File: src/sv/gcr_pkg.sv
`timescale 1ns / 1ps
// Shared types and constants for the gradient color ramp.
// Used by every module of the ramp; depends on nothing.
package gcr_pkg;

  localparam int NUM_STOPS  = 7;
  localparam int IDX_W      = $clog2(NUM_STOPS);
  localparam int COUNT_W    = 3;
  localparam int POS_W      = 16;
  localparam int CHAN_W     = 8;
  localparam int NUM_CHAN   = 4;
  localparam int FRAC_W     = POS_W + 1;
  localparam int DIV_STAGES = 4;
  localparam int DIV_STEPS  = POS_W / DIV_STAGES;
  localparam int CFG_IDX_W  = 3;
  localparam int CFG_W      = POS_W + NUM_CHAN * CHAN_W;

  // Register map
  localparam logic [CFG_IDX_W-1:0] REG_STOP_COUNT = 3'd0;
  localparam logic [CFG_IDX_W-1:0] REG_STOP_FIRST = 3'd1;

  localparam logic [COUNT_W-1:0] COUNT_RESET = 3'd2;

  typedef logic [CHAN_W-1:0] chan_t;

  // One stop: position on top, then red, green, blue, alpha (color[3] is red)
  typedef struct packed {
    logic [POS_W-1:0]           pos;
    chan_t [NUM_CHAN-1:0]       color;
  } stop_t;

  typedef enum logic {
    MODE_STOP,
    MODE_BLEND
  } mode_t;

  // Chosen segment, handed from the select stages to the divider
  typedef struct packed {
    mode_t              mode;
    logic [IDX_W-1:0]   idx;
    logic [POS_W-1:0]   offset;
    logic [POS_W-1:0]   span;
  } seg_t;

  // Segment plus its fraction, handed from the divider to the blend stages
  typedef struct packed {
    mode_t              mode;
    logic [IDX_W-1:0]   idx;
    logic [FRAC_W-1:0]  frac;
  } ramp_t;

endpackage

File: src/sv/gcr_select.sv
`timescale 1ns / 1ps
// Segment select: two pipeline stages that compare the coordinate against
// every stop and pick the first enclosing segment. Depends on gcr_pkg.
module gcr_select import gcr_pkg::*; (
  input  logic                 clk,
  input  logic                 rst,
  input  logic                 in_valid,
  output logic                 in_ready,
  input  logic [POS_W-1:0]     coord,
  input  logic [COUNT_W-1:0]   stop_count,
  input  stop_t                stops [NUM_STOPS],
  output logic                 seg_valid,
  input  logic                 seg_ready,
  output seg_t                 seg
);

  logic                   v1;
  logic [POS_W-1:0]       t1;
  logic [NUM_STOPS-1:0]   ge1;
  logic [NUM_STOPS-1:0]   le1;
  logic                   ready1;
  logic                   ready2;
  logic [IDX_W-1:0]       last;
  logic [NUM_STOPS-2:0]   hit;
  logic [IDX_W-1:0]       pick;
  logic [IDX_W-1:0]       pick_hi;
  logic                   found;
  seg_t                   seg_next;

  // Each stage moves when it is empty or the next one moves
  assign ready2   = !seg_valid || seg_ready;
  assign ready1   = !v1 || ready2;
  assign in_ready = ready1;

  // Stage 1: compare the coordinate with every stop position
  always_ff @(posedge clk) begin
    if (rst) begin
      v1 <= 1'b0;
    end else if (ready1) begin
      v1 <= in_valid;
    end
  end

  always_ff @(posedge clk) begin
    if (ready1 && in_valid) begin
      t1 <= coord;
      for (int k = 0; k < NUM_STOPS; k++) begin
        ge1[k] <= coord >= stops[k].pos;
        le1[k] <= coord <= stops[k].pos;
      end
    end
  end

  // Stage 2: clamp the count, take the first enclosing segment
  always_comb begin
    if (stop_count < COUNT_RESET) begin
      last = IDX_W'(1);
    end else begin
      last = IDX_W'(stop_count - COUNT_W'(1));
    end
    for (int k = 0; k < NUM_STOPS - 1; k++) begin
      hit[k] = (IDX_W'(k) < last) && ge1[k] && le1[k+1];
    end
    found = 1'b0;
    pick  = '0;
    for (int k = NUM_STOPS - 2; k >= 0; k--) begin
      if (hit[k]) begin
        found = 1'b1;
        pick  = IDX_W'(k);
      end
    end
    pick_hi = pick + IDX_W'(1);
  end

  always_comb begin
    seg_next = '0;
    if (found) begin
      seg_next.idx    = pick;
      seg_next.offset = t1 - stops[pick].pos;
      seg_next.span   = stops[pick_hi].pos - stops[pick].pos;
      // Zero-length segment: take the color of its first stop
      if (stops[pick_hi].pos == stops[pick].pos) begin
        seg_next.mode = MODE_STOP;
      end else begin
        seg_next.mode = MODE_BLEND;
      end
    end else begin
      // Outside every segment: below the first stop or past the last one
      seg_next.mode = MODE_STOP;
      seg_next.idx  = ge1[0] ? last : '0;
    end
  end

  always_ff @(posedge clk) begin
    if (rst) begin
      seg_valid <= 1'b0;
    end else if (ready2) begin
      seg_valid <= v1;
    end
  end

  always_ff @(posedge clk) begin
    if (ready2 && v1) begin
      seg <= seg_next;
    end
  end

endmodule

File: src/sv/gcr_div.sv
`timescale 1ns / 1ps
// Pipelined restoring divider: frac = (offset << 16) / span, a few quotient
// bits per stage over DIV_STAGES stages. Depends on gcr_pkg.
module gcr_div import gcr_pkg::*; (
  input  logic    clk,
  input  logic    rst,
  input  logic    seg_valid,
  output logic    seg_ready,
  input  seg_t    seg,
  output logic    ramp_valid,
  input  logic    ramp_ready,
  output ramp_t   ramp
);

  logic                v     [DIV_STAGES];
  mode_t               mode  [DIV_STAGES];
  logic [IDX_W-1:0]    idx   [DIV_STAGES];
  logic [POS_W-1:0]    span  [DIV_STAGES];
  logic [POS_W-1:0]    rem   [DIV_STAGES];
  logic [FRAC_W-1:0]   quo   [DIV_STAGES];

  logic                in_v    [DIV_STAGES];
  mode_t               in_mode [DIV_STAGES];
  logic [IDX_W-1:0]    in_idx  [DIV_STAGES];
  logic [POS_W-1:0]    in_span [DIV_STAGES];
  logic [POS_W-1:0]    in_rem  [DIV_STAGES];
  logic [FRAC_W-1:0]   in_quo  [DIV_STAGES];
  logic [POS_W-1:0]    nx_rem  [DIV_STAGES];
  logic [FRAC_W-1:0]   nx_quo  [DIV_STAGES];
  logic                rdy     [DIV_STAGES+1];

  assign rdy[DIV_STAGES] = ramp_ready;
  assign seg_ready       = rdy[0];

  // Feed stage 0 from the segment beat, later stages from the stage before
  assign in_v[0]    = seg_valid;
  assign in_mode[0] = seg.mode;
  assign in_idx[0]  = seg.idx;
  assign in_span[0] = seg.span;
  assign in_rem[0]  = seg.offset;
  assign in_quo[0]  = '0;

  for (genvar g = 1; g < DIV_STAGES; g++) begin : g_link
    assign in_v[g]    = v[g-1];
    assign in_mode[g] = mode[g-1];
    assign in_idx[g]  = idx[g-1];
    assign in_span[g] = span[g-1];
    assign in_rem[g]  = rem[g-1];
    assign in_quo[g]  = quo[g-1];
  end

  for (genvar g = 0; g < DIV_STAGES; g++) begin : g_stage
    assign rdy[g] = !v[g] || rdy[g+1];

    // Shift-subtract steps; stage 0 also settles the integer bit
    always_comb begin : step
      logic [POS_W-1:0]  r;
      logic [POS_W:0]    r2;
      logic [FRAC_W-1:0] q;
      logic              qb;
      r  = in_rem[g];
      q  = in_quo[g];
      r2 = '0;
      if (g == 0) begin
        qb = r >= in_span[g];
        q  = {q[FRAC_W-2:0], qb};
        if (qb) begin
          r = r - in_span[g];
        end
      end
      for (int j = 0; j < DIV_STEPS; j++) begin
        r2 = {r, 1'b0};
        qb = r2 >= {1'b0, in_span[g]};
        if (qb) begin
          r2 = r2 - {1'b0, in_span[g]};
        end
        r = r2[POS_W-1:0];
        q = {q[FRAC_W-2:0], qb};
      end
      nx_rem[g] = r;
      nx_quo[g] = q;
    end

    always_ff @(posedge clk) begin
      if (rst) begin
        v[g] <= 1'b0;
      end else if (rdy[g]) begin
        v[g] <= in_v[g];
      end
    end

    always_ff @(posedge clk) begin
      if (rdy[g] && in_v[g]) begin
        mode[g] <= in_mode[g];
        idx[g]  <= in_idx[g];
        span[g] <= in_span[g];
        rem[g]  <= nx_rem[g];
        quo[g]  <= nx_quo[g];
      end
    end
  end

  assign ramp_valid = v[DIV_STAGES-1];
  assign ramp.mode  = mode[DIV_STAGES-1];
  assign ramp.idx   = idx[DIV_STAGES-1];
  assign ramp.frac  = quo[DIV_STAGES-1];

endmodule

File: src/sv/gcr_blend.sv
`timescale 1ns / 1ps
// Channel blend: scale each channel difference by the fraction, then add or
// subtract it from the first color into the output register. Depends on gcr_pkg.
module gcr_blend import gcr_pkg::*; (
  input  logic                  clk,
  input  logic                  rst,
  input  logic                  ramp_valid,
  output logic                  ramp_ready,
  input  ramp_t                 ramp,
  input  stop_t                 stops [NUM_STOPS],
  output logic                  out_valid,
  input  logic                  out_ready,
  output chan_t [NUM_CHAN-1:0]  color
);

  localparam int PROD_W = FRAC_W + CHAN_W;

  logic                  v1;
  logic                  ready1;
  logic                  ready2;
  chan_t [NUM_CHAN-1:0]  base;
  chan_t [NUM_CHAN-1:0]  mag;
  logic  [NUM_CHAN-1:0]  neg;
  logic  [IDX_W-1:0]     hi_idx;
  chan_t [NUM_CHAN-1:0]  base_next;
  chan_t [NUM_CHAN-1:0]  mag_next;
  logic  [NUM_CHAN-1:0]  neg_next;
  chan_t [NUM_CHAN-1:0]  color_next;

  assign ready2     = !out_valid || out_ready;
  assign ready1     = !v1 || ready2;
  assign ramp_ready = ready1;

  // Stage 1: fetch both colors, multiply the difference by the fraction
  assign hi_idx = (ramp.mode == MODE_BLEND) ? ramp.idx + IDX_W'(1) : ramp.idx;

  always_comb begin
    for (int ch = 0; ch < NUM_CHAN; ch++) begin : chan
      chan_t              a;
      chan_t              b;
      chan_t              diff;
      logic [PROD_W-1:0]  prod;
      a    = stops[ramp.idx].color[ch];
      b    = stops[hi_idx].color[ch];
      neg_next[ch]  = b < a;
      diff = neg_next[ch] ? a - b : b - a;
      prod = PROD_W'(ramp.frac) * PROD_W'(diff);
      base_next[ch] = a;
      if (ramp.mode == MODE_BLEND) begin
        mag_next[ch] = prod[PROD_W-2:FRAC_W-1];
      end else begin
        mag_next[ch] = '0;
      end
    end
  end

  always_ff @(posedge clk) begin
    if (rst) begin
      v1 <= 1'b0;
    end else if (ready1) begin
      v1 <= ramp_valid;
    end
  end

  always_ff @(posedge clk) begin
    if (ready1 && ramp_valid) begin
      base <= base_next;
      mag  <= mag_next;
      neg  <= neg_next;
    end
  end

  // Stage 2: step from the first color toward the second, into the output
  always_comb begin
    for (int ch = 0; ch < NUM_CHAN; ch++) begin
      color_next[ch] = neg[ch] ? base[ch] - mag[ch] : base[ch] + mag[ch];
    end
  end

  always_ff @(posedge clk) begin
    if (rst) begin
      out_valid <= 1'b0;
    end else if (ready2) begin
      out_valid <= v1;
    end
  end

  always_ff @(posedge clk) begin
    if (ready2 && v1) begin
      color <= color_next;
    end
  end

endmodule

File: src/sv/gradient_color_ramp_core.sv
`timescale 1ns / 1ps
// Top level of the gradient color ramp: stop registers and the select,
// divide and blend pipelines. Depends on gcr_pkg, gcr_select, gcr_div, gcr_blend.
//
//   channel   handshake            payload
//   input     in_valid/in_ready    coord[15:0]
//   output    out_valid/out_ready  red, green, blue, alpha [7:0]
//   config    cfg_we               cfg_index[2:0], cfg_data[47:0]
//
// One coordinate enters per cycle while the output is not stalled; each color
// passes 2 select stages, 4 divider stages and 2 blend stages.
// Every stage holds its beat while the stage after it is full and stalled;
// empty stages keep filling, so bubbles close up behind a stalled output.
// Reset (rst, synchronous) empties the pipeline, sets the stop count to 2
// and clears all stops to zero.
module gradient_color_ramp_core import gcr_pkg::*; (
  input  logic                  clk,
  input  logic                  rst,
  input  logic                  in_valid,
  output logic                  in_ready,
  input  logic [POS_W-1:0]      coord,
  output logic                  out_valid,
  input  logic                  out_ready,
  output logic [CHAN_W-1:0]     red,
  output logic [CHAN_W-1:0]     green,
  output logic [CHAN_W-1:0]     blue,
  output logic [CHAN_W-1:0]     alpha,
  input  logic                  cfg_we,
  input  logic [CFG_IDX_W-1:0]  cfg_index,
  input  logic [CFG_W-1:0]      cfg_data
);

  logic [COUNT_W-1:0]    stop_count;
  stop_t                 stops [NUM_STOPS];
  logic [IDX_W-1:0]      stop_sel;
  logic                  seg_valid;
  logic                  seg_ready;
  seg_t                  seg;
  logic                  ramp_valid;
  logic                  ramp_ready;
  ramp_t                 ramp;
  chan_t [NUM_CHAN-1:0]  color;

  // Configuration writes
  assign stop_sel = IDX_W'(cfg_index - REG_STOP_FIRST);

  always_ff @(posedge clk) begin
    if (rst) begin
      stop_count <= COUNT_RESET;
      for (int k = 0; k < NUM_STOPS; k++) begin
        stops[k] <= '0;
      end
    end else if (cfg_we) begin
      if (cfg_index == REG_STOP_COUNT) begin
        stop_count <= cfg_data[COUNT_W-1:0];
      end else begin
        stops[stop_sel] <= cfg_data;
      end
    end
  end

  gcr_select u_select (
    .clk        (clk),
    .rst        (rst),
    .in_valid   (in_valid),
    .in_ready   (in_ready),
    .coord      (coord),
    .stop_count (stop_count),
    .stops      (stops),
    .seg_valid  (seg_valid),
    .seg_ready  (seg_ready),
    .seg        (seg)
  );

  gcr_div u_div (
    .clk        (clk),
    .rst        (rst),
    .seg_valid  (seg_valid),
    .seg_ready  (seg_ready),
    .seg        (seg),
    .ramp_valid (ramp_valid),
    .ramp_ready (ramp_ready),
    .ramp       (ramp)
  );

  gcr_blend u_blend (
    .clk        (clk),
    .rst        (rst),
    .ramp_valid (ramp_valid),
    .ramp_ready (ramp_ready),
    .ramp       (ramp),
    .stops      (stops),
    .out_valid  (out_valid),
    .out_ready  (out_ready),
    .color      (color)
  );

  assign red   = color[3];
  assign green = color[2];
  assign blue  = color[1];
  assign alpha = color[0];

endmodule

File: config.mk
export PLATFORM = sky130hd
export DESIGN_NAME = gradient_color_ramp_core
export DESIGN_NICKNAME = d
export VERILOG_FILES = /design/src/sv/gcr_pkg.sv /design/src/sv/gcr_select.sv /design/src/sv/gcr_div.sv /design/src/sv/gcr_blend.sv /design/src/sv/gradient_color_ramp_core.sv
export SDC_FILE = /design/constraint.sdc
export NUM_CORES = 2
export LEC_CHECK = 0
export BUFFER_PORTS_ARGS = -buffer_cell sky130_fd_sc_hd__clkbuf_2
export CAP_MARGIN = 5
export CELL_PAD_IN_SITES_DETAIL_PLACEMENT = 1
export CELL_PAD_IN_SITES_GLOBAL_PLACEMENT = 1
export CORE_MARGIN = 2
export CORE_UTILIZATION = 46
export CTS_CLUSTER_SIZE = 14
export DETAILED_ROUTE_END_ITERATION = 8
export GPL_TIMING_DRIVEN = 1
export PLACE_DENSITY_LB_ADDON = 0.1
export SKIP_CTS_REPAIR_TIMING = 1
export SLEW_MARGIN = 20
export SYNTH_ARGS = -nofsm -noshare
export SYNTH_HDL_FRONTEND = slang
export SYNTH_SLANG_ARGS = --single-unit
File: constraint.sdc
create_clock -name clk -period 11.46 [get_ports clk]
set_input_delay 0.573 -clock clk [delete_from_list [all_inputs] [get_ports clk]]
set_output_delay 0.573 -clock clk [all_outputs]
set_load 0.005 [all_outputs]
# Word-level counts from Yosys, hierarchy flattened

Memories as Yosys holds them, arrays and structs flattened.
Cells that the tools add are included.

Input port bits: 72
Output and inout port bits: 34
RAM bits: 216
Logic and storage cells: 290
Register bits: 508
Memories: 6

Memory list:

| memory     | words | width | read ports | clocked after Yosys merged registers in | write ports | RTL line      | RTL |
|---|---|---|---|---|---|---|---|
| u_div.quo  | 4     | 17    | 4          | 0                                       | 4           | gcr_div.sv:20 | `logic [FRAC_W-1:0] quo [DIV_STAGES];` |
| u_div.rem  | 4     | 16    | 3          | 0                                       | 4           | gcr_div.sv:19 | `logic [POS_W-1:0] rem [DIV_STAGES];` |
| u_div.span | 4     | 16    | 3          | 0                                       | 4           | gcr_div.sv:18 | `logic [POS_W-1:0] span [DIV_STAGES];` |
| u_div.idx  | 4     | 3     | 4          | 0                                       | 4           | gcr_div.sv:17 | `logic [IDX_W-1:0] idx [DIV_STAGES];` |
| u_div.mode | 4     | 1     | 4          | 0                                       | 4           | gcr_div.sv:16 | `mode_t mode [DIV_STAGES];` |
| u_div.v    | 4     | 1     | 4          | 0                                       | 4           | gcr_div.sv:15 | `logic v [DIV_STAGES];` |

Reduce and logical (&&, ||, !) cells: 40
Multiplexer cells: 83
Multipliers: 4
Magnitude comparators: 47
Equal/unequal tests: 1
Bitwise operators: 10
Add/sub/neg operators: 39

Operators by type and width:

| kind                                                          | number |
|---|---|
| 48-bit binary-select mux with 3-bit select                    | 4 |
| 336-bit bitwise mux                                           | 1 |
| 16-bit subtractor                                             | 19 |
| 17-bit by 16-bit >= comparator with 1-bit output              | 16 |
| 16-bit 2-to-1 mux                                             | 17 |
| 48-bit 2-to-1 mux                                             | 5 |
| 48-bit demux with 3-bit select                                | 1 |
| 32-bit 2-to-1 mux                                             | 4 |
| 16-bit >= comparator                                          | 7 |
| 16-bit less-or-equal comparator                               | 7 |
| 17-bit by 8-bit multiplier with 24-bit output                 | 4 |
| 8-bit subtractor                                              | 12 |
| 8-bit 2-to-1 mux                                              | 8 |
| 1-bit 2-to-1 mux                                              | 33 |
| 8-bit adder                                                   | 4 |
| 8-bit less-than comparator                                    | 4 |
| 3-bit 2-to-1 mux                                              | 10 |
| 1-bit logical AND                                             | 21 |
| 4-bit >= comparator, second input constant                    | 5 |
| 3-bit inverter with 4-bit output                              | 5 |
| 16-bit equality test                                          | 1 |
| 1-bit zero test                                               | 8 |
| 1-bit logical OR                                              | 8 |
| 3-bit by 1-bit adder with 3-bit output, second input constant | 2 |
| other kinds (10)                                              | 18 |

# Longest topological paths before layout

Depth after elaboration: 18
Gate-level depth with buffers: 66
Depth with buffers taken out: 61

# Modules after synthesis

From an unflattened synthesis, not the netlist that was laid out.

Cells, all modules: 7,451
Area total of the unflattened synthesis: 68,872.3 sq um

Modules (own cells, without submodules):

| module                   | cells an instance | area each (sq um) | times used |
|---|---|---|---|
| gcr_blend                | 2,969             | 26,795.7          | 1 |
| gcr_div                  | 2,263             | 19,955.4          | 1 |
| gradient_color_ramp_core | 1,168             | 13,251.5          | 1 |
| gcr_select               | 1,051             | 8,869.8           | 1 |

# Least setup slack after synthesis

OpenSTA, ideal clock, no wires.

Path kind: reg2reg
From: register u_select.seg[0] (netlist name)
To: memory u_div.rem[0][10], data pin
Slack: -1,265 ps
Stages on the path, launching flop included: 62
Setup time: 260 ps
Required time: 11,200 ps
Buffers on the path: 6
Arrival: 12,464 ps
Cells stage by stage: edfxtp_1 > ha_1 > inv_1 > fa_1 > a211oi_2 > o211ai_2 > or4b_1 > a31oi_2 > or3_1 > o21a_1 > buf_6 > clkbuf_1 > mux2_2 > ha_1 > nand3_1 > o22ai_1 > nand3b_1 > a311oi_1 > (+26 left out) > a31oi_1 > a221oi_4 > buf_2 > nor2_1 > ha_1 > nor2b_1 > o21ai_0 > a21boi_0 > o21ai_0 > a21boi_0 > o211ai_1 > a21oi_1 > o221a_2 > o221a_2 > nor4_1 > mux2i_2 > buf_6 > mux2_4

RTL lines:

| what      | RTL line |
|---|---|
| to (decl) | gcr_div.sv:19 |

==> run_results.csv <==
group,metric,value,unit
sta,hold_violations,0,
worst_setup_path,cpMostUsedCell,"buf_4",
sta,setup_viol,0,
yosys,synth-seq-cells,667,
drt,vias,54120,
yosys,syn_area,63820,um^2
worst_setup_path,crit_arrival,11.89,ns
cts,cts_root_buffer,"clkbuf_16",
drt,drt-total-wl,211800,um
drt,wire_per_inst,22.72,um
drt,dr.pass1.iters,5,
cts,cts_tree,"done",
sta,finalCritPeriodShare,1.000,
worst_setup_path,critPathCaptureType,"register",
floorplan,die_w,376.5,um
worst_setup_path,crit_path_max_fanout,10,
yosys,async_reset_ff_frac,0,
worst_setup_path,critPathSlowestCell,"fa_2",
grt,grt_pass1_vias,56810,
place,hpwl,155200,um
drt,routed_via_density,5.804,
yosys,yosysWarningCount,0,
grt,grt_max_degree,94,
yosys,ys_top_cells_by_area,"edfxtp_1, ha_1, fa_1",
floorplan,initial_core_util,0.4636,
sta,slew_viol_final,0,
min_path,hp-class,"input pin to register",
yosys,avgSynthCellArea,8.775,um^2
grt,grt_antenna_before_repair,29,
sta,worstMarginPinSlew,1.186,ns
yosys,ys_types,90,
cells_and_area,final_layout_size_suffix_gt1_frac,0.1329,
worst_setup_path,critPathRequiredTime,11.89,ns
place,place.gp.congestion,0.9063,
grt,grt_pass1_wl,328000,um
yosys,yosys.cell_count.top_type,"nand2_1",
outcome,status,"complete, no violations",
sta,final.setup.tns,0,ns
sta,grt_setup_unrepaired,"yes",
cts,numCtsBuffers,80,
drt,ant_nets,0,
cells_and_area,fin_nets,8557,
yosys,syn_nets,8375,
cts,clk_latency,0.71,ns
yosys,synth_top_cell_area_share,0.1524,
cts,cts_max_level,3,
sta,fmax,87.26,MHz
cells_and_area,syn2layout_area_growth,12.28,%
yosys,synth.largest_area_cell,"edfxtp_1",
floorplan,dieHeight,376.5,um
drt,drtIter0Drc,3229,
floorplan,die_area,141700,um^2
cts,clkSlewWorstSetupHoldPaths,0.06,ns
floorplan,core-area,137700,um^2
place,port_buffers,105,
worst_setup_path,slowest_delay,0.42,ns
sta,finClkSkew,0.03972,ns
yosys,seq_area_frac_synth,0.2600,
grt,grt_usage,0.2959,
drt,route.detailed.drc,0,
worst_setup_path,crit_type,"register to register",
grt,overflow,0,
run,maxCapViolCount,0,
sta,min_period,11.46,ns
yosys,synth_ff_type,"dfxtp_1",
cts,cts.sinks,667,
floorplan,ios,106,
yosys,synth_edf_count,324,
floorplan,fp-row-count,136,
worst_setup_path,cp-start-kind,"register",
sta,maxSlewHeadroom,0.2075,
cts,clock_path_buffers,3,
yosys,netlist_instances,7273,
yosys,ys_top_cells_by_count,"nand2_1, inv_1, a21oi_1",
==> state kept, by name, summed over array words and instances, names as in the netlist, 3 cells and up <==
register / flops
stop_count: 3
u_select.ge1: 6
u_div.v: 4
u_blend.mag: 32
u_blend.neg: 4
u_div.span: 48
u_div.rem: 48
u_select.le1: 6
u_blend.base: 32
u_select.t1: 16
u_div.mode: 4
u_select.seg: 36
u_div.quo: 44
stops: 336
u_blend.color: 32
u_div.idx: 12
==> critical path: cells and delay by family, from the launching register on <==
kind	cells	cell delay (ns)
simple gates	14	2.29
compound gates	25	4.26
mux	5	1.21
fa+ha+maj	6	1.60
flops	1	0.38
buf+inv	12	1.45
==> placed cells by master (no fill, tap or decap), types with 96 or more instances in the layout <==
master    netlist  routed
clkbuf_2        0     104
inv_1         716     709
ha_1          659     641
nand2_1      1214    1212
buf_4           1     290
mux2i_1       103     101
dfxtp_1       343     343
mux2_2        174     171
fa_1          371     370
o21a_1        114     113
o21ai_0       246     237
and2_1        236     232
nor2_1        368     352
xor2_1         98      96
a21o_1        128     128
edfxtp_1      324     324
nor2b_1       106     101
xnor2_1       220     215
a21oi_1       702     688
nand2b_1      121     119
==> metal layers <==
| layer | global-route usage | share of wire | vias to the layer above |
|---|---|---|---|
| li1 | - | - | 25120 |
| met1 | 0.4001 | 0.45 | 27480 |
| met2 | 0.5003 | 0.48 | 1174 |
| met3 | 0.03446 | 0.048 | 315 |
| met4 | 0.08008 | 0.026 | 28 |
| met5 | 0 | 0.00082 | - |
==> cell families (layout without fill, tap and decap cells) <==
| kind of cell | after synthesis | in the layout | synth area share |
|---|---|---|---|
| AOI/OAI and AO/OA | 1488 | 1488 | 0.1403 |
| xor gates and xnor gates | 318 | 318 | 0.04364 |
| adders and majority gates | 1030 | 1030 | 0.2456 |
| buffers and inverters | 1030 | 1279 | 0.06111 |
| DFF | 667 | 667 | 0.2600 |
| muxes | 376 | 377 | 0.08107 |
| other | 0 | 6 | 0 |
| and+or+nand+nor | 2364 | 2364 | 0.1683 |
==> area by class of cell <==
type	instances	area [um^2]
Antenna cell	6	15.01
Clock buffer	109	2316
Clock inverter	41	559.3
Fill cell	15920	66010
Inverter	719	2701
Multi-Input combinational cell	5577	44280
Sequential cell	667	16600
Tap cell	1794	2245
Timing Repair Buffer	410	2947
==> through the flow <==
step / hold WS [ns] / utilization / instances / instance area (um^2) / worst slack, ns
after global placement: 0.4026 / 0.4929 / 9136 / 67850 / -0.05526
after detailed placement: 0.4062 / 0.4929 / 9136 / 67860 / -0.4133
after global routing: 0.1105 / 0.5205 / 9322 / 71650 / -0.5609
final: 0.1266 / 0.5205 / 9323 / 71660 / 0.00008882
after floorplan: 0.4003 / - / 7273 / 63990 / 0.0005258
after CTS: 0.1063 / 0.5138 / 9286 / 70730 / -0.4938
==> final timing paths <==
check / from / end / slack [ns] / cells after the start
worst min register to register: u_div.mode[0] / u_div.mode[1] / 0.42 / 0
worst min-delay path: coord[0] / u_select.t1[0] / 0.13 / 1
worst max register to register: u_select.seg[16] / u_div.rem[0][3] / 0.00009 / 62
worst max-delay path: u_select.seg[16] / u_div.rem[0][3] / 0.00009 / 62
Power is left out: the tool's default activity adds up to more than one toggle a clock period on the data nets, which glitch-free logic cannot reach.
